**src/rtl/crp_pkg.sv**
```systemverilog
// shared constants for the catmull-rom point and tangent evaluator
// no dependencies; imported by the lane, merge, top and checker files
package crp_pkg;

  localparam int NUM_AXES    = 3;
  localparam int GUARD_BITS  = 12;
  localparam int LANE_STAGES = 8;
  localparam int PIPE_STAGES = LANE_STAGES + 1;

endpackage

```
**src/rtl/crp_merge.sv**
```systemverilog
// merge stage: packs the lane results into one beat and combines the clamp flags
// depends on crp_pkg; holds the output register of the block
module crp_merge import crp_pkg::*; #(
  parameter int COORD_WIDTH = 16
) (
  input  logic                            clk,
  input  logic                            load,
  input  logic [COORD_WIDTH-1:0]          pos [NUM_AXES],
  input  logic [COORD_WIDTH-1:0]          tan [NUM_AXES],
  input  logic [NUM_AXES-1:0]             clip,
  output logic [2*NUM_AXES*COORD_WIDTH-1:0] out_data,
  output logic                            out_clip
);

  localparam int W = COORD_WIDTH;

  logic [2*NUM_AXES*W-1:0] data_nxt, data_r;
  logic                    clip_r;

  always_comb begin
    data_nxt = '0;
    for (int g = 0; g < NUM_AXES; g++) begin
      data_nxt[g*W +: W]              = pos[g];
      data_nxt[(NUM_AXES + g)*W +: W] = tan[g];
    end
  end

  always_ff @(posedge clk) begin
    if (load) begin
      data_r <= data_nxt;
      clip_r <= |clip;
    end
  end

  assign out_data = data_r;
  assign out_clip = clip_r;

endmodule

```
**config.mk**
```make
export PLATFORM = sky130hd
export DESIGN_NAME = crp_merge
export DESIGN_NICKNAME = d
export VERILOG_FILES = /design/src/rtl/crp_pkg.sv /design/src/rtl/crp_merge.sv
export SDC_FILE = /design/constraint.sdc
export NUM_CORES = 1
export LEC_CHECK = 0
export BUFFER_PORTS_ARGS = -buffer_cell sky130_fd_sc_hd__buf_4
export CORE_AREA = 3 3 89 91
export CTS_CLUSTER_DIAMETER = 120
export DETAILED_ROUTE_END_ITERATION = 12
export DIE_AREA = 0 0 92 94
export PLACE_DENSITY_LB_ADDON = 0.15
export SYNTH_ARGS = -nofsm -noshare
export SYNTH_HDL_FRONTEND = slang
export SYNTH_SLANG_ARGS = --single-unit
```
**constraint.sdc**
```tcl
create_clock -name clk -period 0.8 [get_ports clk]
set_input_delay 0.12 -clock clk [delete_from_list [all_inputs] [get_ports clk]]
set_output_delay 0.12 -clock clk [all_outputs]
set_load 0.02 [all_outputs]
```
==> results.md <==
- FILL cells: 346
- Clk slew on worst S/H paths: 0.09 ns
- Slew headroom: 0.8714
- WP data required: 0.68 ns
- Drc violations: 0
- Most frequent cells after synthesis: 97 x edfxtp_1, 1 x or3_1
- Syn Area/Cell: 29.79 um^2
- Total Power: 11.90 mW
- Peak supply drop: 0.001426 V
- Final net count: 508
- Post-route ant nets: 0
- Period minus WS final: 1.049 ns
- Clock Sinks: 97
- Chip Width: 92 um
- Htree depth: 3
- First-pass GRT wire length: 13,900 um
- MaxCap Viol Count: 0
- Initial DRC Count: 88
- Worst path cell trace: buf_6
- TritonCTS clock tree: done
- Top-count cell post-synth: edfxtp_1
- Antenna violations before repair: 1
- WP buf/inv: 1
- Register bit total from synthesis: 97
- Area growth, synth to finish: 109.9%
- Pwr per Cell Area: 1943 nW/um^2
- Via-per-instance ratio: 4.350
- Starting density of the core: 0.4046
- Failing checks: setup timing
- Slowest CP cell: edfxtp_1
- Number of global-route vias before repair: 2,512
- Slew @ Worst Pin: 0.1929 ns
- Final Cell Area: 6127 um^2
- Post-CTS setup buffer count: 0
- CP delay by family, top: flip-flops
- Ys flop type: edfxtp_1
- Hold Path Class: in -> reg
- Buffers on Ports: 197
- Unrepaired setup endpoints after global routing: true
- Endpoints failing setup: 97
- Largest net degree at the start of global routing: 37
- Post-synth top area share: 0.9979
- Syn nets: 199
- Post-Synthesis Cells: 98
- Area contributors post-synth: edfxtp_1 100%, or3_1 0.21%
- Final Cycle Share: 1.312
- Final worst slack: -0.2493 ns
- Clk root buf: clkbuf_8
- CP max FO: 1
- DRT Pass-1 Iters: 4
- Lkg Pwr: 2.560 nW
- Register area share after synthesis: 0.9979
- Core box area: 7214 um^2
- Die area: 8648 um^2
- Syn. warnings: 0
- Gp weighted congestion: 0.6638
- Hold Vio Cnt, Final: 0
- Worst EP arrival: 0.93 ns
- Total CTS buffers: 9
- Status: complete, but fails checks
- Placed instance area: 4584 um^2
- Cell Rows: 31
- Netlist Area Pre-Place: 2919 um^2
- FFs w/ async S/R, synth: 0
- Largest area contributor in the synthesized netlist: edfxtp_1
- Wire length per cell: 17.91 um
- Ports: 198
- Max Fclk: 0.9530 GHz
- Routed wire length: 9169 um
- Startpoint type of the worst setup path: register
- Max incr delay on CP: 0.42 ns
- Post-synth EDFFs: 97
- Max Root-Sink Buffers: 2
- Chip Height: 94 um
- Synth cell types: 2
- Layout cell share with drive strength beyond 1: 0.5291
- Final core area utilization: 0.8493
- Setup crit end kind: primary output
- GRT Residual Overflow: 0
- GRT Total Usage: 0.2201
- Routed vias: 2,227
- Fin. max-slew vios: 0
- HPWL after detailed placement: 5143 um
- Crit Path Class: reg -> out
-- routing by layer --
layer / GRT usage / routed length (um) / vias up
li1: - / - / 1017
met2: 0.3917 / 4950 / 138
met5: 0 / 0 / -
met1: 0.2264 / 3041 / 1054
met4: 0.09777 / 259 / 0
met3: 0.09135 / 917 / 18
-- path summary, 6_finish.rpt --
path / startpoint / endpoint / slack [ns] / depth (start not counted)
setup / recovery: out_data[70]$_DFFE_PP_ / out_data[70] / -0.25 / 1
hold / removal: clip[0] / out_clip$_DFFE_PP_ / 0.06 / 2
-- timing repair --
| item | CTS | global route |
|---|---|---|
| endpoints found under the hold margin | 96 | 0 |
| gates resized for setup | 91 | 5 |
| hold buffers | 96 | 0 |
| setup endpoints to repair | 97 | 97 |
-- logic make-up after synthesis --
family | share of synthesized area
flops | 0.9979
simple gates | 0.002145
-- metrics by stage --
stage	cells	setup TNS [ns]	setup WS [ns]	hold WS, ns
2_1_floorplan	98	0	0.07329	0.2189
3_3_place_gp	399	-1.989	-0.04192	0.2980
3_5_place_dp	399	-2.224	-0.04288	0.2992
4_1_cts	511	-21.26	-0.2561	0.01145
5_1_grt	512	-24.74	-0.2934	0.05580
6_report	512	-20.37	-0.2493	0.06239
-- flip-flops by register name, summed over array words and instances, names as in the netlist --
name	flops
out_data	96
out_clip	1
-- cells in the final DEF (no fill, tap or decap) --
cell / instances
dlygate4sd3_1: 96
clkinvlp_4: 1
clkinv_2: 2
diode_2: 1
or3_1: 1
edfxtp_1: 97
clkinv_4: 2
clkbuf_8: 9
buf_6: 96
buf_4: 104
buf_12: 2
bufinv_16: 2
-- final cells by class --
type | instances | area [um^2] | area share
Timing Repair Buffer | 298 | 2863 | 0.4672
Tap cell | 99 | 123.9 | 0.02022
Clock inverter | 7 | 95.09 | 0.01552
Antenna cell | 1 | 2.502 | 0.0004084
Clock buffer | 9 | 123.9 | 0.02022
Multi-Input combinational cell | 1 | 6.256 | 0.001021
Sequential cell | 97 | 2913 | 0.4754
-- power breakdown --
group	internal, mW	leakage (nW)	switching [mW]
registers	6.04	0.950	0.197
clock network	1.76	0.109	1.63
logic	1.33	1.50	0.943
No activity file was read; power rests on OpenSTA's default activity.
